### src/rtl/core/alpha_overlay_blend_10bit_unit_assert.svh
// assertion macros for the overlay blend unit
`ifndef ALPHA_OVERLAY_BLEND_10BIT_UNIT_ASSERT_SVH
`define ALPHA_OVERLAY_BLEND_10BIT_UNIT_ASSERT_SVH

// condition must hold at every clock edge out of reset
`define AOB_ASSERT(lbl, cond, msg) \
  lbl: assert property (@(posedge clk_i) disable iff (!rst_ni) (cond)) else $error(msg);

// consequent must hold in the same cycle as the antecedent
`define AOB_ASSERT_IMP(lbl, ante, cons, msg) \
  lbl: assert property (@(posedge clk_i) disable iff (!rst_ni) (ante) |-> (cons)) \
    else $error(msg);

// consequent must hold in the cycle after the antecedent
`define AOB_ASSERT_NXT(lbl, ante, cons, msg) \
  lbl: assert property (@(posedge clk_i) disable iff (!rst_ni) (ante) |=> (cons)) \
    else $error(msg);

`endif

### src/rtl/core/aob_fifo.sv
// small register fifo used as the work queue and the result queue
`default_nettype none

module aob_fifo #(
  parameter int unsigned WIDTH = 8,
  parameter int unsigned DEPTH = 4
) (
  input  logic                         clk_i,
  input  logic                         rst_ni,
  input  logic                         push_i,
  input  logic [WIDTH-1:0]             data_i,
  input  logic                         pop_i,
  output logic [WIDTH-1:0]             data_o,
  output logic                         empty_o,
  output logic                         full_o,
  output logic [$clog2(DEPTH+1)-1:0]   count_o
);

  localparam int unsigned PW = (DEPTH > 1) ? $clog2(DEPTH) : 1;
  localparam int unsigned CW = $clog2(DEPTH + 1);

  logic [WIDTH-1:0] data_q [DEPTH];
  logic [PW-1:0]    wr_ptr_q, rd_ptr_q;
  logic [CW-1:0]    count_q;

  // pointer advance with wrap
  function automatic logic [PW-1:0] next_ptr(input logic [PW-1:0] p);
    return (p == PW'(DEPTH - 1)) ? '0 : p + 1'b1;
  endfunction

  // pointers and fill count
  always_ff @(posedge clk_i or negedge rst_ni) begin
    if (!rst_ni) begin
      wr_ptr_q <= '0;
      rd_ptr_q <= '0;
      count_q  <= '0;
    end else begin
      if (push_i) wr_ptr_q <= next_ptr(wr_ptr_q);
      if (pop_i)  rd_ptr_q <= next_ptr(rd_ptr_q);
      unique case ({push_i, pop_i})
        2'b10:   count_q <= count_q + 1'b1;
        2'b01:   count_q <= count_q - 1'b1;
        default: count_q <= count_q;
      endcase
    end
  end

  // storage
  always_ff @(posedge clk_i) begin
    if (push_i) data_q[wr_ptr_q] <= data_i;
  end

  assign data_o  = data_q[rd_ptr_q];
  assign empty_o = (count_q == '0);
  assign full_o  = (count_q == CW'(DEPTH));
  assign count_o = count_q;

endmodule

`default_nettype wire

### config.mk
export PLATFORM = sky130hd
export DESIGN_NAME = aob_fifo
export DESIGN_NICKNAME = d
export VERILOG_FILES = /design/src/rtl/core/alpha_overlay_blend_10bit_unit_assert.svh /design/src/rtl/core/aob_fifo.sv
export SDC_FILE = /design/constraint.sdc
export NUM_CORES = 1
export LEC_CHECK = 0
export ABC_AREA = 1
export BUFFER_PORTS_ARGS = -buffer_cell sky130_fd_sc_hd__buf_4
export CAP_MARGIN = 20
export CORE_UTILIZATION = 50
export DETAILED_ROUTE_END_ITERATION = 8
export PLACE_DENSITY = 0.77
export SETUP_SLACK_MARGIN = 0.15
export SLEW_MARGIN = 15
export SYNTH_ARGS = -nofsm -noshare
export SYNTH_HDL_FRONTEND = slang
export SYNTH_SLANG_ARGS = --single-unit
### constraint.sdc
create_clock -name clk_i -period 1.43 [get_ports clk_i]
set_clock_uncertainty 0.15 [all_clocks]
set_input_delay 0.286 -clock clk_i [delete_from_list [all_inputs] [get_ports clk_i]]
set_output_delay 0.286 -clock clk_i [all_outputs]
set_load 0.1 [all_outputs]
### After elaboration in Yosys (flattened, before gate mapping)

Memory sizes are Yosys's and may differ from the RTL's.
Cells that the tools add are included.

* bits in registers: 7
* RAM bits: 32
* bits of input ports: 12
* output and inout port bits: 13
* logic and storage cells: 20
* memories kept: 1

Memory list
* data_q: depth 4, bits a word 8, read ports 1, clocked after memory_dff 0, wr ports 1, line aob_fifo.sv:22 `logic [WIDTH-1:0] data_q [DEPTH];`

* add/sub/neg operators: 4
* equality and inequality tests: 5
* multiplexer cells: 5
* reduce and logical (&&, ||, !) cells: 2

Operator list (count)
* 2-bit equality test, second input constant: 3
* 3-bit one-hot mux with 2 select lines: 1
* 2-bit by 1-bit adder with 2-bit output, second input constant: 2
* 2-bit two-way mux: 2
* 3-bit by 1-bit adder with 3-bit output, second input constant: 1
* 3-bit equality test, second input constant: 1
* 3-bit logical NOT: 1
* 3-bit by 1-bit subtractor with 3-bit output, second input constant: 1
* 2-bit by 1-bit equality test with 1-bit output, second input constant: 1
* 1-bit two-way mux: 2
* 2-bit nonzero test: 1

### Logic depth before layout (Yosys ltp)

* depth after elaboration: 2
* gate-level depth with buffers: 10
* depth with buffers taken out: 9

### Worst setup path before layout

Ideal clock, no wire load.

* path kind: reg-to-output
* start: register count_q[2], in the netlist count_o[2]
* end: output full_o
* data arrival time: 3.124 ns
* required time: 0.994 ns
* path slack: -2.130 ns
* cell stages (with the launch flop): 3
* path buffers: 0
* cell sequence: dfrtp_1 inv_1 nor3_1

* longest elaborated chain between the ends: 1

Ends and longest elaborated chain
* start: declaration: line aob_fifo.sv:24 `logic [CW-1:0] count_q;`
* start signal: assignment: line aob_fifo.sv:41 `2'b10: count_q <= count_q + 1'b1;`
* start signal: assignment: line aob_fifo.sv:42 `2'b01: count_q <= count_q - 1'b1;`
* start signal: assignment: line aob_fifo.sv:43 `default: count_q <= count_q;`
* 3-bit equality test: line aob_fifo.sv:55 `assign full_o = (count_q == CW'(DEPTH));`
* end: declaration: line aob_fifo.sv:15 `output logic full_o,`

No other way between the ends.

### Worst setup path after layout

* start: register rd_ptr_q[0]
* end: output data_o[3]

* longest elaborated chain between the ends: 1

Ends and longest elaborated chain
* start: declaration: line aob_fifo.sv:23 `logic [PW-1:0] wr_ptr_q, rd_ptr_q;`
* start signal: assignment: line aob_fifo.sv:39 `if (pop_i) rd_ptr_q <= next_ptr(rd_ptr_q);`
* memory read 4 x 8 bit
* end: declaration: line aob_fifo.sv:13 `output logic [WIDTH-1:0] data_o,`

No other way between the ends.

==> out/metrics.cfg <==
[synthesis]
ys_seq_elements = 39
post_synthesis_area_per_instance_sq_um = 11.7
netlist.area_leader.share_pct = 56.1
synth_enable_flop_cells = 32
synth.most_common_cell = sky130_fd_sc_hd__nand2_1
synth_cells = 146
synthDistinctLibCells = 18
synth_seq_area_share_pct = 66.3
most_frequent_cells_after_synthesis = 36 x sky130_fd_sc_hd__nand2_1, 32 x sky130_fd_sc_hd__edfxtp_1, 29 x sky130_fd_sc_hd__inv_1
synthesis.yosys.warnings = 0
synth_area_leaders = sky130_fd_sc_hd__edfxtp_1 56%, sky130_fd_sc_hd__dfrtp_1 10%, sky130_fd_sc_hd__nand2_1 7.9%, sky130_fd_sc_hd__o211ai_1 7.0%, sky130_fd_sc_hd__inv_1 6.4%
combined_area_of_all_synthesized_cells_sq_um = 1710
synthArstFlopShare_pct = 17.9
synth_area_leader_cell = sky130_fd_sc_hd__edfxtp_1
synthesis.nets = 165
synth_flop_cell = sky130_fd_sc_hd__edfxtp_1

[placed_design]
port_buffer_cells = 24
post-dp-hpwl_um = 2160
globalplace.congestion = 0.732
placed_cells = 217

[timing]
worst_slack_ps = -547
setup_viol = 15
maxSlewHeadroom_pct = 77.0
slew_viol_final = 0
min_period_over_period_pct = 138
layout_min_cycle_time_ps = 1980
grt_setup_unrepaired = yes
timing.fmax_mhz = 506
max_slew.worst_pin.slew_ps = 343
hold_violations = 0
smallest_hold_slack_ps = 87.2

[layout]
area.sequential_sq_um = 1150
post_layout_nonfiller_instances = 244
number_of_fillers_in_the_final_layout = 163
diodes = 0
synthToLayoutAreaGrowth_pct = 55.7
nNetsFinal = 218
share_of_post_route_cells_with_drive_strength_above_1_pct = 45.0
area_of_combinational_cells_with_multiple_inputs_sq_um = 596

[clock_tree]
cts_made_buffers = 5
cts_buffer_depth = 2
cts.htree.levels = 2
tritoncts = done
clock_sink_count = 39
clock-root-buffer = sky130_fd_sc_hd__clkbuf_4
cts.reportedPaths.clkPinSlew_ps = 110
clk-insertion-delay-late_ps = 360

[critical_path]
path_cells = inv_2 -> buf_12 -> o211ai_1 -> nand2_4 -> buf_12
timing.critical_path.arrival_ps = 1540
critical_path.most_common_cell = sky130_fd_sc_hd__buf_12
largest_delay_share_family_worst_path = buffers and inverters
critPathMaxStageDelay_ps = 380
required_time_of_the_critical_path_ps = 990
criticalPathCategory = reg2out
critical_path.n_buffers_inverters = 3
cp-start-kind = flop
critical_path.slowest_cell = sky130_fd_sc_hd__dfrtp_1
critical_path.max_fanout = 17
cp-end-kind = output port

[drt]
wire_per_inst_um = 17.5
route.vias.total = 1276
drt.antenna.violating_nets = 0
detailedRoute.firstPassIterationCount = 4
drt_iter0_markers = 74
route.detailed.drc = 0
postRouteWirelength_um = 4260
vias_per_cell = 5.23

[die]
floorplan.die.height_um = 60.5
die_footprint_sq_um = 3660
placementRows = 20
floorplan.core_area_sq_um = 3150
design.portCount = 25
start_util_pct = 54.3
die_w_um = 60.5

[grt]
global_route_wire_length_before_repair_um = 5900
vias_in_the_first_global_route = 1252
pin_count_of_the_biggest_net_entering_global_routing = 18
gr-total-overflow = 0
grt_antenna_before_repair = 0
grt_usage_pct = 24.1

[worst_hold_path]
min-delay-path-class = in2reg

[status]
result_of_the_run = finished, violations left
failing_checks = negative setup slack

[flow_run]
cap_violations = 0

==> tightest hold or removal path, cell delays in order <==
cell                      delay [ps]
sky130_fd_sc_hd__buf_4           100
sky130_fd_sc_hd__buf_4           110
sky130_fd_sc_hd__o21ai_0          60
==> final timing paths <==
kind | startpoint | endpoint | slack (ps) | cells past startpoint
max | rd_ptr_q[0] | data_o[3] | -550 | 5
min | pop_i | rd_ptr_q[0] | 90 | 3
max reg2reg | count_o[0] | count_o[2] | -230 | 8
min reg2reg | rd_ptr_q[0] | rd_ptr_q[0] | 520 | 4
max in group asynchronous | rst_ni | rd_ptr_q[1] | 870 | 2
min in group asynchronous | rst_ni | count_o[2] | 120 | 2
==> cell families after synthesis <==
kind of cell             synth area share (%)
flip-flops                               66.3
XOR/XNOR                                0.511
adder cells (fa/ha/maj)                  5.55
AO/OA/AOI/OAI                            8.77
buffers and inverters                    9.50
AND/OR/NAND/NOR                          9.35
==> stage by stage <==
stage               setup TNS [ps]  cell area [sq um]  setup WS [ps]  utilization, %
floorplan                    -1720               1810           -489               -
global placement             -1000               2100           -120            66.5
detailed placement           -1360               2100           -199            66.5
CTS                          -4960               2590           -532            82.1
global route                 -6280               2670           -594            84.6
finish                       -5610               2670           -547            84.6
==> cell type report <==
| cell class | instances | share of cell area, % |
|---|---|---|
| repair buffers | 51 | 24.0 |
| well taps | 44 | 2.06 |
| multi-input cells | 71 | 22.3 |
| clock buffers | 5 | 1.41 |
| flip-flops and latches | 39 | 43.2 |
| clock inverters | 3 | 1.45 |
| inverters | 31 | 5.58 |
==> repair_timing <==
item | in CTS | in global routing
buffers inserted | 6 | 3
resized for setup | 77 | 15
endpoints found under the setup margin | 47 | 49
hold endpoints to repair | 39 | 0
hold buffers | 9 | 0
pin swaps | 10 | 4
gates cloned | 0 | 1
==> state kept, by name, summed over array words and instances, names as in the netlist <==
name	count
data_q	32
count_o	3
rd_ptr_q	2
wr_ptr_q	2
==> layer usage <==
| metal | GRT usage, % | vias to the layer above | part of all wire [%] |
|---|---|---|---|
| li1 | - | 596 | - |
| met1 | 24.8 | 633 | 36 |
| met2 | 45.4 | 37 | 59 |
| met3 | 8.32 | 10 | 3.6 |
| met4 | 7.79 | 0 | 2.1 |
| met5 | 0 | - | 0 |
==> cell usage in the layout, fill, tap and decap left out, drive strengths merged <==
cell	Yosys	routed
dlygate4sd3	0	9
a21oi	1	1
dfrtp	7	7
bufinv	0	1
clkinv	0	2
nand4	1	1
fa	1	1
nand3	1	1
edfxtp	32	32
o211ai	16	16
nor3	2	2
inv	31	31
xnor2	1	1
buf	5	42
nand2	36	36
ha	6	6
o21ai	5	5
clkbuf	0	5
nor2	1	1
Power is left out: the tool's default activity adds up to more than one toggle a clock period on the data nets, which glitch-free logic cannot reach.
