<file path="config.mk">
export PLATFORM = sky130hd
export DESIGN_NAME = aob_front
export DESIGN_NICKNAME = d
export VERILOG_FILES = /design/src/rtl/core/alpha_overlay_blend_10bit_unit_assert.svh /design/src/rtl/core/aob_pkg.sv /design/src/rtl/core/aob_front.sv
export SDC_FILE = /design/constraint.sdc
export NUM_CORES = 1
export LEC_CHECK = 0
export BUFFER_PORTS_ARGS = -buffer_cell sky130_fd_sc_hd__buf_2
export CAP_MARGIN = 10
export CORE_MARGIN = 1
export CORE_UTILIZATION = 57
export CTS_CLUSTER_SIZE = 40
export DETAILED_ROUTE_END_ITERATION = 16
export HOLD_SLACK_MARGIN = 0.02
export MAX_ROUTING_LAYER = met4
export PLACE_DENSITY = 0.79
export REMOVE_ABC_BUFFERS = 1
export SLEW_MARGIN = 20
export SYNTH_ARGS = -nofsm -noshare
export SYNTH_HDL_FRONTEND = slang
export SYNTH_SLANG_ARGS = --single-unit
</file>
<file path="constraint.sdc">
create_clock -name clk_i -period 6.53 [get_ports clk_i]
set_input_delay 0.653 -clock clk_i [delete_from_list [all_inputs] [get_ports clk_i]]
set_output_delay 0.653 -clock clk_i [all_outputs]
set_load 0.02 [all_outputs]
</file>
<file path="src/rtl/core/alpha_overlay_blend_10bit_unit_assert.svh">
// assertion macros for the overlay blend unit
`ifndef ALPHA_OVERLAY_BLEND_10BIT_UNIT_ASSERT_SVH
`define ALPHA_OVERLAY_BLEND_10BIT_UNIT_ASSERT_SVH

// condition must hold at every clock edge out of reset
`define AOB_ASSERT(lbl, cond, msg) \
  lbl: assert property (@(posedge clk_i) disable iff (!rst_ni) (cond)) else $error(msg);

// consequent must hold in the same cycle as the antecedent
`define AOB_ASSERT_IMP(lbl, ante, cons, msg) \
  lbl: assert property (@(posedge clk_i) disable iff (!rst_ni) (ante) |-> (cons)) \
    else $error(msg);

// consequent must hold in the cycle after the antecedent
`define AOB_ASSERT_NXT(lbl, ante, cons, msg) \
  lbl: assert property (@(posedge clk_i) disable iff (!rst_ni) (ante) |=> (cons)) \
    else $error(msg);

`endif

</file>
<file path="src/rtl/core/aob_pkg.sv">
// shared types, constants and helpers of the overlay blend unit
`default_nettype none

package aob_pkg;

  // configuration port
  localparam int unsigned CFG_IDX_W  = 3;
  localparam int unsigned CFG_DATA_W = 14;

  typedef enum logic [CFG_IDX_W-1:0] {
    REG_FRAME_WIDTH   = 3'd0,
    REG_FRAME_HEIGHT  = 3'd1,
    REG_MARK_WIDTH    = 3'd2,
    REG_MARK_HEIGHT   = 3'd3,
    REG_RIGHT_MARGIN  = 3'd4,
    REG_BOTTOM_MARGIN = 3'd5
  } cfg_reg_e;

  // register reset values
  localparam logic [13:0] FRAME_WIDTH_RST   = 14'd1920;
  localparam logic [13:0] FRAME_HEIGHT_RST  = 14'd1080;
  localparam logic [10:0] MARK_WIDTH_RST    = 11'd0;
  localparam logic [10:0] MARK_HEIGHT_RST   = 11'd0;
  localparam logic [12:0] RIGHT_MARGIN_RST  = 13'd100;
  localparam logic [12:0] BOTTOM_MARGIN_RST = 13'd30;

  // arithmetic constants
  localparam logic [13:0] FRAME_MAX = 14'd8192;
  localparam logic [10:0] ONE_Q10   = 11'd1024;

  // widths
  localparam int unsigned TIDX_W  = 22;
  localparam int unsigned ENTRY_W = 43;
  localparam int unsigned PIX_W   = 32;

  // queue depths
  localparam int unsigned QUEUE_DEPTH = 4;
  localparam int unsigned QUEUE_CNT_W = $clog2(QUEUE_DEPTH + 1);
  localparam int unsigned OUT_DEPTH   = 4;
  localparam int unsigned OUT_CNT_W   = $clog2(OUT_DEPTH + 1);

  typedef struct packed {
    logic [13:0] frame_width;
    logic [13:0] frame_height;
    logic [10:0] mark_width;
    logic [10:0] mark_height;
    logic [12:0] right_margin;
    logic [12:0] bottom_margin;
  } cfg_t;

  // one classified item between front and back
  typedef struct packed {
    logic               is_load;
    logic               hit;
    logic               last;
    logic [TIDX_W-1:0]  addr;
    logic [ENTRY_W-1:0] data;
  } q_entry_t;

  // one result beat
  typedef struct packed {
    logic [PIX_W-1:0] pixel;
    logic             last;
  } res_t;

  // 8-bit channel to 10 bits by bit replication
  function automatic logic [9:0] widen8(input logic [7:0] c);
    return {c, c[7:6]};
  endfunction

endpackage

`default_nettype wire

</file>
<file path="src/rtl/core/aob_front.sv">
// front part: accepts items, tracks raster position, builds store entries
`default_nettype none

module aob_front #(
  parameter int unsigned MARK_TEXELS = 65536
) (
  input  logic              clk_i,
  input  logic              rst_ni,
  input  aob_pkg::cfg_t     cfg_i,
  input  logic              push_i,
  output logic              full_o,
  input  logic              action_i,
  input  logic [15:0]       texel_index_i,
  input  logic [7:0]        texel_red_i,
  input  logic [7:0]        texel_green_i,
  input  logic [7:0]        texel_blue_i,
  input  logic [7:0]        texel_alpha_i,
  input  logic [31:0]       pixel_in_i,
  output logic              q_push_o,
  output aob_pkg::q_entry_t q_entry_o,
  input  logic              q_full_i
);

  import aob_pkg::*;

  localparam logic [21:0] TEXELS = 22'(MARK_TEXELS);

  // raster counters
  logic [12:0] col_q, col_d, line_q, line_d;

  // stage one registers
  logic        f1_valid_q, f1_valid_d;
  logic        f1_is_load_q, f1_hit_q, f1_last_q;
  logic [10:0] f1_dx_q, f1_dy_q;
  logic [15:0] f1_idx_q;
  logic [9:0]  f1_r_q, f1_g_q, f1_b_q, f1_a_q;
  logic [31:0] f1_pix_q;

  logic        f1_en, accept, idx_ok;
  logic [13:0] fw, fh, col_next, line_next;
  logic signed [15:0] x_s, y_s, end_x, begin_x, end_y, begin_y;
  logic [15:0] off_x, off_y;
  logic        in_win, last;

  // stage one holds while its item cannot enter the queue
  assign f1_en  = !f1_valid_q || !q_full_i;
  assign full_o = !f1_en;
  assign accept = push_i && f1_en;
  assign idx_ok = ({6'b0, texel_index_i} < TEXELS);
  assign f1_valid_d = accept && (action_i || idx_ok);

  // clamped frame size
  always_comb begin
    priority if (cfg_i.frame_width == '0)     fw = 14'd1;
    else if (cfg_i.frame_width > FRAME_MAX)   fw = FRAME_MAX;
    else                                      fw = cfg_i.frame_width;
    priority if (cfg_i.frame_height == '0)    fh = 14'd1;
    else if (cfg_i.frame_height > FRAME_MAX)  fh = FRAME_MAX;
    else                                      fh = cfg_i.frame_height;
  end

  // window bounds and position test
  assign x_s     = signed'({3'b0, col_q});
  assign y_s     = signed'({3'b0, line_q});
  assign end_x   = signed'({2'b0, fw}) - signed'({3'b0, cfg_i.right_margin});
  assign begin_x = end_x - signed'({5'b0, cfg_i.mark_width});
  assign end_y   = signed'({2'b0, fh}) - signed'({3'b0, cfg_i.bottom_margin});
  assign begin_y = end_y - signed'({5'b0, cfg_i.mark_height});
  assign in_win  = (x_s >= begin_x) && (x_s < end_x) && (y_s >= begin_y) && (y_s < end_y);
  assign off_x   = 16'(x_s - begin_x);
  assign off_y   = 16'(y_s - begin_y);
  assign last    = ({1'b0, col_q} == fw - 14'd1) && ({1'b0, line_q} == fh - 14'd1);

  // raster advance with wrap
  assign col_next  = {1'b0, col_q} + 14'd1;
  assign line_next = {1'b0, line_q} + 14'd1;
  always_comb begin
    col_d  = col_next[12:0];
    line_d = line_q;
    if (col_next >= fw) begin
      col_d  = '0;
      line_d = (line_next >= fh) ? '0 : line_next[12:0];
    end
  end

  // control registers
  always_ff @(posedge clk_i or negedge rst_ni) begin
    if (!rst_ni) begin
      f1_valid_q <= 1'b0;
      col_q      <= '0;
      line_q     <= '0;
    end else begin
      if (f1_en) f1_valid_q <= f1_valid_d;
      if (accept && action_i) begin
        col_q  <= col_d;
        line_q <= line_d;
      end
    end
  end

  // stage one payload
  always_ff @(posedge clk_i) begin
    if (f1_en) begin
      f1_is_load_q <= !action_i;
      f1_hit_q     <= in_win;
      f1_last_q    <= last;
      f1_dx_q      <= off_x[10:0];
      f1_dy_q      <= off_y[10:0];
      f1_idx_q     <= texel_index_i;
      f1_r_q       <= widen8(texel_red_i);
      f1_g_q       <= widen8(texel_green_i);
      f1_b_q       <= widen8(texel_blue_i);
      f1_a_q       <= widen8(texel_alpha_i);
      f1_pix_q     <= pixel_in_i;
    end
  end

  // texel index of a window pixel
  logic [21:0] row_base, tidx;
  assign row_base = 22'(f1_dy_q) * 22'(cfg_i.mark_width);
  assign tidx     = row_base + 22'(f1_dx_q);

  // premultiplied color of a loaded texel
  logic [19:0] prod_r, prod_g, prod_b;
  assign prod_r = 20'(f1_r_q) * 20'(f1_a_q);
  assign prod_g = 20'(f1_g_q) * 20'(f1_a_q);
  assign prod_b = 20'(f1_b_q) * 20'(f1_a_q);

  // queue entry
  always_comb begin
    q_entry_o.is_load = f1_is_load_q;
    q_entry_o.last    = f1_last_q;
    if (f1_is_load_q) begin
      q_entry_o.hit  = 1'b0;
      q_entry_o.addr = TIDX_W'(f1_idx_q);
      q_entry_o.data = {ONE_Q10 - {1'b0, f1_a_q}, prod_r[19:10], prod_g[19:10],
                        prod_b[19:10], 2'b00};
    end else begin
      q_entry_o.hit  = f1_hit_q && (tidx < TEXELS);
      q_entry_o.addr = tidx;
      q_entry_o.data = {11'b0, f1_pix_q};
    end
  end

  assign q_push_o = f1_valid_q && !q_full_i;

endmodule

`default_nettype wire

</file>
# --- After elaboration in Yosys (flattened, before gate mapping) ---
# Cells that the tools add are included.
classes:
  mul: 4
  n_eq_ne: 2
  reduce_logical: 16
  addsub: 12
  order_cmp: 9
  n_mux: 8
ops:
  columns: ["op", "n"]
  rows:
  - ["65-bit 2-to-1 mux", 1]
  - ["10-bit by 10-bit multiplier with 20-bit output", 3]
  - ["14-bit 2-to-1 mux", 4]
  - ["14-bit by 16-bit greater-or-equal comparator with 1-bit output", 2]
  - ["15-bit by 12-bit subtractor with 16-bit output", 2]
  - ["14-bit by 15-bit less-than comparator with 1-bit output", 2]
  - ["14-bit by 13-bit subtractor with 15-bit output", 2]
  - ["13-bit by 1-bit adder with 14-bit output, second input constant", 2]
  - ["13-bit by 14-bit equality test with 1-bit output", 2]
  - ["14-bit greater-or-equal comparator", 2]
  - ["14-bit > comparator, second input constant", 2]
  - ["14-bit logical NOT", 2]
  - ["14-bit by 1-bit subtractor with 14-bit output, second input constant", 2]
  - ["13-bit 2-to-1 mux", 2]
  - ["22-bit by 11-bit adder with 22-bit output", 1]
  - ["22-bit by 17-bit less-than comparator with 1-bit output, second input constant", 1]
  - ["11-bit by 11-bit multiplier with 22-bit output", 1]
  - ["11-bit subtractor", 2]
  - ["11-bit by 10-bit subtractor with 11-bit output, first input constant", 1]
  - ["1-bit logical AND", 8]
  - ["1-bit logical NOT", 4]
  - ["2-bit AND reduction", 1]
  - ["1-bit logical OR", 1]
  - ["1-bit 2-to-1 mux", 1]
totals:
  register_bits: 140
  output_inout_bits: 70
  wordCells: 65
  inputBits: 161

# --- Longest topological paths before layout ---
# Gate-level depths: netlist (run 1).
logic_depth:
  depth_word: 9
  mapped_depth: 28
  ltp_nobuf: 28

# --- Least setup slack after synthesis (run 1) ---
# OpenSTA, ideal clock, no wires.
synth_timing:
  kind: "input port to output port"
  start: "input port cfg_i[39] (netlist bit)"
  end: "output port q_entry_o[66] (netlist bit)"
  slack_ns: 0.002
  path_stages: 19
  t_required_ns: 5.877
  t_arrival_ns: 5.875
  cell_sequence: "clkbuf_1 -> nand2_1 -> fa_1 -> inv_1 -> fa_1 -> inv_1 -> fa_1 -> inv_1 -> fa_1 -> fa_1 -> ha_1 -> o21ai_0 -> nand2b_1 -> a311oi_1 -> nor3_1 -> a211o_1 -> a21oi_1 -> xnor2_1 -> nor4bb_1"
synth_rtl:
  columns: ["element", "line_no", "text"]
  rows:
  - ["from (decl)", "aob_front.sv:9", "input aob_pkg::cfg_t cfg_i,"]
  - ["to (decl)", "aob_front.sv:20", "output aob_pkg::q_entry_t q_entry_o,"]

==> results of run 1 <==
## cell families (layout without fill, tap and decap cells)
family / after synthesis / in the layout
and+or+nand+nor: 784 / 784
adders and majority gates: 630 / 630
buffers and inverters: 499 / 877
AOI/OAI and AO/OA: 346 / 346
xor gates and xnor gates: 164 / 164
DFF: 132 / 132
muxes: 33 / 33
other: 0 / 17
## layout by cell type (no fill, tap or decap), types with 25 or more instances in the layout
master,count
a21o_1,29
a21oi_1,69
and2_1,140
buf_2,209
buf_4,155
buf_6,49
dfrtp_1,27
edfxtp_1,105
fa_1,261
ha_1,327
inv_1,397
inv_2,25
nand2_1,277
nand2b_1,28
nand3_1,37
nor2_1,106
nor2b_1,27
nor3_1,31
o21a_1,27
o21ai_0,83
xnor2_1,95
xor2_1,62
## final timing paths
check | start | to | slack [ns] | cells past startpoint
max | f1_a_q[1] | q_entry_o[9] | -0.29 | 23
min | rst_ni | line_q[1] | 0.20 | 1
max reg2reg | col_q[2] | line_q[8] | 2.29 | 12
min reg2reg | line_q[12] | line_q[12] | 0.65 | 2
max in group asynchronous | rst_ni | col_q[4] | 5.90 | 1
min in group clk_i | pixel_in_i[23] | f1_pix_q[23] | 0.35 | 1
## per-layer routing
metal | share of wire | global-route usage | vias up
li1 | - | - | 9252
met1 | 0.40 | 0.3927 | 9775
met2 | 0.49 | 0.5320 | 899
met3 | 0.076 | 0.06494 | 202
met4 | 0.038 | 0.1384 | 0
met5 | 0 | - | -
## repair_timing
action,in CTS,in global routing
gates cloned,1,2
endpoints found under the setup margin,22,26
hold buffers,0,0
setup buffers,59,59
gates resized for setup,113,179
pin swaps,83,106
endpoints found under the hold margin,0,0
## critical path, stage by stage (launching register included)
cell,delay (ns)
edfxtp_1,0.43
buf_6,0.15
buf_12,0.14
nand2_4,0.06
inv_2,0.05
fa_1,0.54
inv_1,0.05
fa_1,0.50
inv_2,0.04
fa_1,0.47
fa_1,0.53
fa_1,0.62
ha_4,0.22
and3_4,0.17
a221oi_2,0.29
o21ai_2,0.13
a21oi_2,0.23
o21ai_4,0.12
buf_6,0.14
o21a_1,0.20
nor2_2,0.12
xnor2_1,0.09
mux2_4,0.27
buf_6,0.13
## sequential cells by signal (all words and copies together) (netlist names), 11 cells and up
signal,count
f1_pix_q,32
line_q,13
col_q,13
f1_dy_q,11
f1_idx_q,16
f1_dx_q,11
## final cells by class
cell class,instances,share of cell area
multi-input combinational,1957,0.6594
sequential,132,0.1341
timing repair buffer,423,0.1035
inverter,422,0.05546
tap,532,0.02331
clock buffer,19,0.01551
clock inverter,13,0.007272
antenna,17,0.001490
## through the flow
| step | TNS, ns | setup slack (ns) | cell area [sq um] | instances |
|---|---|---|---|---|
| after floorplan | 0 | 0.1048 | 23340 | 2511 |
| after global placement | 0 | 0.05774 | 25820 | 3353 |
| after detailed placement | -0.05203 | -0.03143 | 25820 | 3353 |
| after CTS | -0.6973 | -0.1483 | 27410 | 3444 |
| after global routing | -6.507 | -0.5089 | 28550 | 3510 |
| final | -2.465 | -0.2926 | 28560 | 3515 |
==> flow_metrics.env, run 1 <==
export IMPL_outcome="finished, violations left"
export IMPL_violations="negative setup slack"
export IMPL_hpwl_mm=49.97
export IMPL_die_area_sq_um=42310
export IMPL_ys_seq_area_frac=0.1619
export IMPL_crit_arrival_ns=6.17
export IMPL_row_count=74
export IMPL_fillers=2938
export IMPL_synth_common_cells="420 x inv_1, 350 x ha_1, 295 x nand2_1"
export IMPL_first_iter_violations=1434
export IMPL_die_y_um=205.7
export IMPL_synth_xor_area_frac=0.06138
export IMPL_area_delta_synth_final_pct=20.77
export IMPL_grt_pass1_vias=20440
export IMPL_required_ns=5.88
export IMPL_cts_root_buf="clkbuf_16"
export IMPL_grt_overflow=0
export IMPL_worst_hold_slack_ns=0.2008
export IMPL_max_freq_ghz=0.1466
export IMPL_crit_type="flop to output port"
export IMPL_start_util=0.5792
export IMPL_drc=0
export IMPL_slew_viol_final=0
export IMPL_clock_sinks=132
export IMPL_cts_buffer_depth=2
export IMPL_critPathMaxFanout=5
export IMPL_syn_area_per_cell_sq_um=9.137
export IMPL_io_buffer_count=230
export IMPL_die_w_um=205.7
export IMPL_clock_latency_ns=0.48
export IMPL_numCtsBuffers=17
export IMPL_synth_top_cells_by_area="fa_1 24%, ha_1 19%, edfxtp_1 13%, inv_1 6.7%, nand2_1 4.7%"
export IMPL_finalHoldViolations=0
export IMPL_grt_pass1_wl_mm=103.6
export IMPL_netlist_instances=2588
export IMPL_cts_tree="built"
export IMPL_rsz0062_at_grt="true"
export IMPL_core_area_sq_um=40830
export IMPL_grt_max_degree=68
export IMPL_tightestPinTransition_ns=1.066
export IMPL_ys_flop_type="edfxtp_1"
export IMPL_synth_distinct_cells=76
export IMPL_synth_seq_cells=132
export IMPL_final_nets=3744
export IMPL_ant_nets=0
export IMPL_synth_compound_area_frac=0.09635
export IMPL_antenna_found_initial=12
export IMPL_clkSlewWorstSetupHoldPaths_ns=0.07
export IMPL_synth_edf_count=105
export IMPL_wl_mm=68.72
export IMPL_skew_ns=0.01055
export IMPL_h_tree_depth=4
export IMPL_synth_top_family_by_area="adder cells"
export IMPL_slew_headroom=0.2892
export IMPL_ys_warn_count=0
export IMPL_vias=20130
export IMPL_first_pass_iters=6
export IMPL_yosys_mux_area_fraction=0.01540
export IMPL_crit_path_end_kind="output port"
export IMPL_routed_via_density=5.726
export IMPL_regArea_sq_um=3829
export IMPL_yosysTopAreaCell="fa_1"
export IMPL_start_kind="flop"
export IMPL_yosysMostFrequentCell="inv_1"
export IMPL_period_needed_ns=6.823
export IMPL_synth_simple_gate_area_frac=0.1628
export IMPL_hold_path_class="primary input to async pin"
export IMPL_multi_input_area_sq_um=18830
export IMPL_postLayoutCoreUtil=0.6995
export IMPL_setup_slack_ns=-0.2926
export IMPL_gp_congestion=0.9963
export IMPL_synth_fa_ha_area_frac=0.4222
export IMPL_netlist_area_sq_um=23650
export IMPL_drive_above_1_share=0.2259
export IMPL_synth_top_area_frac=0.2370
export IMPL_fin_crit_sh=1.045
export IMPL_wire_per_inst_um=19.55
export IMPL_grt_usage=0.3262
export IMPL_io_pins=231
export IMPL_final_setup_viol_count=17
export IMPL_postSynth_asyncResetShare=0.2045
export IMPL_cap_violations=0
Power of run 1 is left out: the tool's default activity adds up to more than one toggle a clock period on the data nets, which glitch-free logic cannot reach.
==> run 2: changes to the inputs <==
--- a/config.mk
+++ b/config.mk
@@ -13,8 +13,9 @@
 export DETAILED_ROUTE_END_ITERATION = 16
 export HOLD_SLACK_MARGIN = 0.02
 export MAX_ROUTING_LAYER = met4
-export PLACE_DENSITY = 0.79
+export PLACE_DENSITY = 0.88
 export REMOVE_ABC_BUFFERS = 1
+export SKIP_CTS_REPAIR_TIMING = 1
 export SLEW_MARGIN = 20
 export SYNTH_ARGS = -nofsm -noshare
 export SYNTH_HDL_FRONTEND = slang
==> flow_metrics.env, run 2 (synthesis gave the netlist of run 1 again) <==
export IMPL_met3WireLength_mm=5.286
export IMPL_top_layer="met4"
export IMPL_final_common_cell="inv_1"
export IMPL_io_buffer_count=230
export IMPL_die_y_um=205.7
export IMPL_clock_latency_ns=0.46
export IMPL_area_delta_synth_final_pct=15.77
export IMPL_clkSlewWorstSetupHoldPaths_ns=0.07
export IMPL_top_regs="f1_pix_q: 32 flops, f1_idx_q: 16 flops"
export IMPL_largest_register_ffs=32
export IMPL_skew_ns=0.01447
export IMPL_wl_mm=68.05
export IMPL_multi_input_area_sq_um=18440
export IMPL_routed_via_density=5.882
export IMPL_cp_cell_sequence="buf_12 -> nand2_2 -> fa_1 -> fa_1 -> fa_1 -> fa_1 -> inv_1 -> fa_2 -> ha_4 -> a21o_1 -> a21o_1 -> a2111oi_4 -> a211oi_2 -> or3_4 -> a21oi_2 -> xnor2_1 -> mux2_2 -> buf_4"
export IMPL_regArea_sq_um=3829
export IMPL_drc=0
export IMPL_outcome="finished, violations left"
export IMPL_slew_headroom=0.2920
export IMPL_final_nets=3672
export IMPL_grt_max_degree=76
export IMPL_gp_congestion=1.009
export IMPL_start_kind="flop"
export IMPL_numCtsBuffers=17
export IMPL_fin_crit_sh=1.036
export IMPL_mostFrequentLayoutCells="411 x inv_1, 331 x ha_1, 281 x nand2_1"
export IMPL_ant_nets=0
export IMPL_diodes=0
export IMPL_grt_pass1_wl_mm=104.8
export IMPL_antenna_found_initial=0
export IMPL_cts_buffer_depth=2
export IMPL_dr_wl_met2_mm=33.78
export IMPL_row_count=74
export IMPL_tightestPinTransition_ns=1.062
export IMPL_start_util=0.5792
export IMPL_fillers=3043
export IMPL_grt_overflow=0
export IMPL_slew_viol_final=0
export IMPL_period_needed_ns=6.762
export IMPL_cp_slowest_cell="edfxtp_1"
export IMPL_core_area_sq_um=40830
export IMPL_crit_path_frequent_cell="fa_1"
export IMPL_io_pins=231
export IMPL_violations="negative setup slack"
export IMPL_finalHoldViolations=0
export IMPL_drive_above_1_share=0.1814
export IMPL_final_setup_viol_count=10
export IMPL_largest_register="f1_pix_q"
export IMPL_hold_path_class="primary input to async pin"
export IMPL_clock_sinks=132
export IMPL_grt_usage=0.3285
export IMPL_crit_type="flop to output port"
export IMPL_h_tree_depth=4
export IMPL_setup_slack_ns=-0.2322
export IMPL_grt_pass1_vias=20720
export IMPL_cts_tree="built"
export IMPL_die_w_um=205.7
export IMPL_hpwl_mm=53.31
export IMPL_rsz0062_at_grt="true"
export IMPL_fin_cells=3426
export IMPL_first_iter_violations=1537
export IMPL_cts_root_buf="clkbuf_16"
export IMPL_vias=20150
export IMPL_first_pass_iters=6
export IMPL_crit_arrival_ns=6.11
export IMPL_place_inst=3332
export IMPL_max_freq_ghz=0.1479
export IMPL_cap_violations=0
export IMPL_critPathMaxFanout=6
export IMPL_die_area_sq_um=42310
export IMPL_wire_per_inst_um=19.86
export IMPL_wl_met1_mm=25.21
export IMPL_max_stage_delay_ns=0.57
export IMPL_crit_path_end_kind="output port"
export IMPL_required_ns=5.88
[run 2: area by class of cell]
class                           instances  area share
Clock buffer                           20     0.01709
Clock inverter                         12    0.004113
Inverter                              422     0.05795
Multi-Input combinational cell       1957      0.6736
Sequential cell                       132      0.1399
Tap cell                              532     0.02431
Timing Repair Buffer                  351     0.08309
[run 2: path summary, 6_finish.rpt]
kind | startpoint | to | slack [ns] | cells past startpoint
max | f1_a_q[1] | q_entry_o[19] | -0.23 | 18
min | rst_ni | line_q[3] | 0.21 | 1
max reg2reg | col_q[2] | line_q[5] | 2.33 | 12
min reg2reg | line_q[12] | line_q[12] | 0.60 | 2
max in group asynchronous | rst_ni | col_q[0] | 5.89 | 1
min in group clk_i | texel_blue_i[1] | f1_b_q[3] | 0.36 | 1
[run 2: layer usage]
metal  up-vias  GRT usage
li1       9081          -
met1      9780     0.3751
met2      1011     0.5581
met3       280    0.04783
met4         0     0.1722
met5         -          -
[run 2: per-stage QoR]
step	utilization	hold WS (ns)	instance area [sq um]	setup TNS, ns	setup WS [ns]
after global placement	0.6287	0.5790	25670	0	0.02735
after global routing	0.6705	0.2519	27380	-4.374	-0.4060
after detailed placement	0.6287	0.5888	25670	-0.03050	-0.02705
after CTS	0.6429	0.2169	26250	-5.620	-0.4998
final	0.6705	0.2124	27380	-1.257	-0.2322
after floorplan	-	0.3574	23340	0	0.1048
[run 2: worst max-delay path, delay by kind of cell (launching register included)]
family,cells,cell delay (ns)
AND/OR/NAND/NOR,2,0.45
multiplexers,1,0.26
AO/OA/AOI/OAI,5,1.11
adder cells (fa/ha/maj),6,2.76
buffers and inverters,3,0.40
XOR/XNOR,1,0.08
flip-flops,1,0.57
Power of run 2 is left out for the same reason.
==> run 3: changes to the inputs <==
--- a/config.mk
+++ b/config.mk
@@ -20,3 +20,4 @@
 export SYNTH_ARGS = -nofsm -noshare
 export SYNTH_HDL_FRONTEND = slang
 export SYNTH_SLANG_ARGS = --single-unit
+export TNS_END_PERCENT = 20
==> flow_metrics.env, run 3 (synthesis gave the netlist of run 1 again) <==
export IMPL_setup_tns_ns=-0.9940
export IMPL_period_needed_ns=6.818
export IMPL_slew_viol_final=0
export IMPL_skew_ns=0.01417
export IMPL_row_count=74
export IMPL_first_iter_violations=1594
export IMPL_vias=19930
export IMPL_cp_slowest_cell="edfxtp_1"
export IMPL_reg2reg_slack_ns=2.30
export IMPL_top_regs="f1_pix_q: 32 flops, f1_idx_q: 16 flops"
export IMPL_cts_buffer_depth=2
export IMPL_area_delta_synth_final_pct=14.79
export IMPL_cp_cell_sequence="buf_4 -> and2_1 -> fa_1 -> inv_1 -> fa_1 -> fa_1 -> inv_1 -> fa_1 -> fa_1 -> ha_2 -> a21o_1 -> nor4_2 -> inv_1 -> a311oi_2 -> buf_4 -> nor3_1 -> a211o_1 -> a21oi_2 -> xnor2_1 -> nor4bb_4 -> buf_4"
export IMPL_outcome="finished, violations left"
export IMPL_clock_latency_ns=0.47
export IMPL_postLayoutCoreUtil=0.6648
export IMPL_ant_nets=0
export IMPL_h_tree_depth=4
export IMPL_setup_slack_ns=-0.2882
export IMPL_violations="negative setup slack"
export IMPL_final_nets=3663
export IMPL_reg2reg_to="line_q[5]"
export IMPL_wire_per_inst_um=19.75
export IMPL_numCtsBuffers=17
export IMPL_crit_type="flop to output port"
export IMPL_crit_path_frequent_cell="fa_1"
export IMPL_largest_register="f1_pix_q"
export IMPL_die_w_um=205.7
export IMPL_cts_tree="built"
export IMPL_cts_root_buf="clkbuf_16"
export IMPL_drc=0
export IMPL_first_pass_iters=5
export IMPL_wl_mm=67.52
export IMPL_rsz0062_at_grt="true"
export IMPL_hold_path_class="primary input to async pin"
export IMPL_tightestPinTransition_ns=1.073
export IMPL_crit_arrival_ns=6.17
export IMPL_grt_pass1_vias=20720
export IMPL_grt_overflow=0
export IMPL_grt_pass1_wl_mm=104.8
export IMPL_cap_violations=0
export IMPL_start_kind="flop"
export IMPL_max_stage_delay_ns=0.52
export IMPL_routed_via_density=5.832
export IMPL_finalHoldViolations=0
export IMPL_r2r_start="col_q[2]"
export IMPL_path_buf_inv=6
export IMPL_clock_sinks=132
export IMPL_slew_headroom=0.2846
export IMPL_crit_family="adder cells"
export IMPL_final_setup_viol_count=13
export IMPL_die_area_sq_um=42310
export IMPL_antenna_found_initial=0
export IMPL_largest_register_ffs=32
export IMPL_grt_max_degree=76
export IMPL_gp_congestion=1.009
export IMPL_mostFrequentLayoutCells="413 x inv_1, 333 x ha_1, 285 x nand2_1"
export IMPL_critPathMaxFanout=6
export IMPL_reg2reg_depth=12
export IMPL_fin_crit_sh=1.044
export IMPL_die_y_um=205.7
export IMPL_max_freq_ghz=0.1467
export IMPL_final_common_cell="inv_1"
export IMPL_clkSlewWorstSetupHoldPaths_ns=0.07
export IMPL_hpwl_mm=53.31
export IMPL_io_pins=231
export IMPL_io_buffer_count=230
export IMPL_core_area_sq_um=40830
export IMPL_grt_usage=0.3285
export IMPL_start_util=0.5792
export IMPL_required_ns=5.88
export IMPL_drive_above_1_share=0.1726
export IMPL_worst_hold_slack_ns=0.2090
export IMPL_crit_path_end_kind="output port"
run 3: changes by cell type in the layout (fill, tap and decap cells not counted), moves of 4 or more:
cell and delta:
buf_4 -4, buf_6 -10, nand2_1 +4, buf_2 +6
run 3: per-layer routing:
metal,vias to the layer above,track usage,share of wire
met5,-,-,0
met3,273,0.04783,0.074
met1,9667,0.3751,0.38
met2,934,0.5581,0.49
li1,9060,-,-
met4,0,0.1722,0.056
run 3: metrics by stage:
stage / area, sq um / instances / worst slack [ns]
2_1_floorplan: 23340 / 2511 / 0.1048
3_3_place_gp: 25670 / 3332 / 0.02735
3_5_place_dp: 25670 / 3332 / -0.02705
4_1_cts: 26250 / 3364 / -0.4998
5_1_grt: 27140 / 3417 / -0.5029
6_report: 27150 / 3418 / -0.2882
run 3: worst max-delay path by stage:
stage | from | slack [ns] | end | cells after the start
global route | f1_dy_q[5] | -0.50 | q_entry_o[66] | 21
global placement | cfg_i[39] | 0.03 | q_entry_o[66] | 21
CTS | f1_a_q[1] | -0.50 | q_entry_o[19] | 19
detailed placement | cfg_i[39] | -0.03 | q_entry_o[66] | 19
floorplan | f1_a_q[3] | 0.10 | q_entry_o[31] | 17
finish | f1_dy_q[5] | -0.29 | q_entry_o[66] | 21
run 3: final cells by class:
class | instances | area (sq um)
Multi-Input combinational cell | 1957 | 18330
Clock inverter | 12 | 112.6
Timing Repair Buffer | 342 | 2157
Tap cell | 532 | 665.6
Clock buffer | 20 | 467.9
Antenna cell | 1 | 2.502
Fill cell | 3105 | 13690
Sequential cell | 132 | 3829
Inverter | 422 | 1584
Power of run 3 is left out for the same reason.
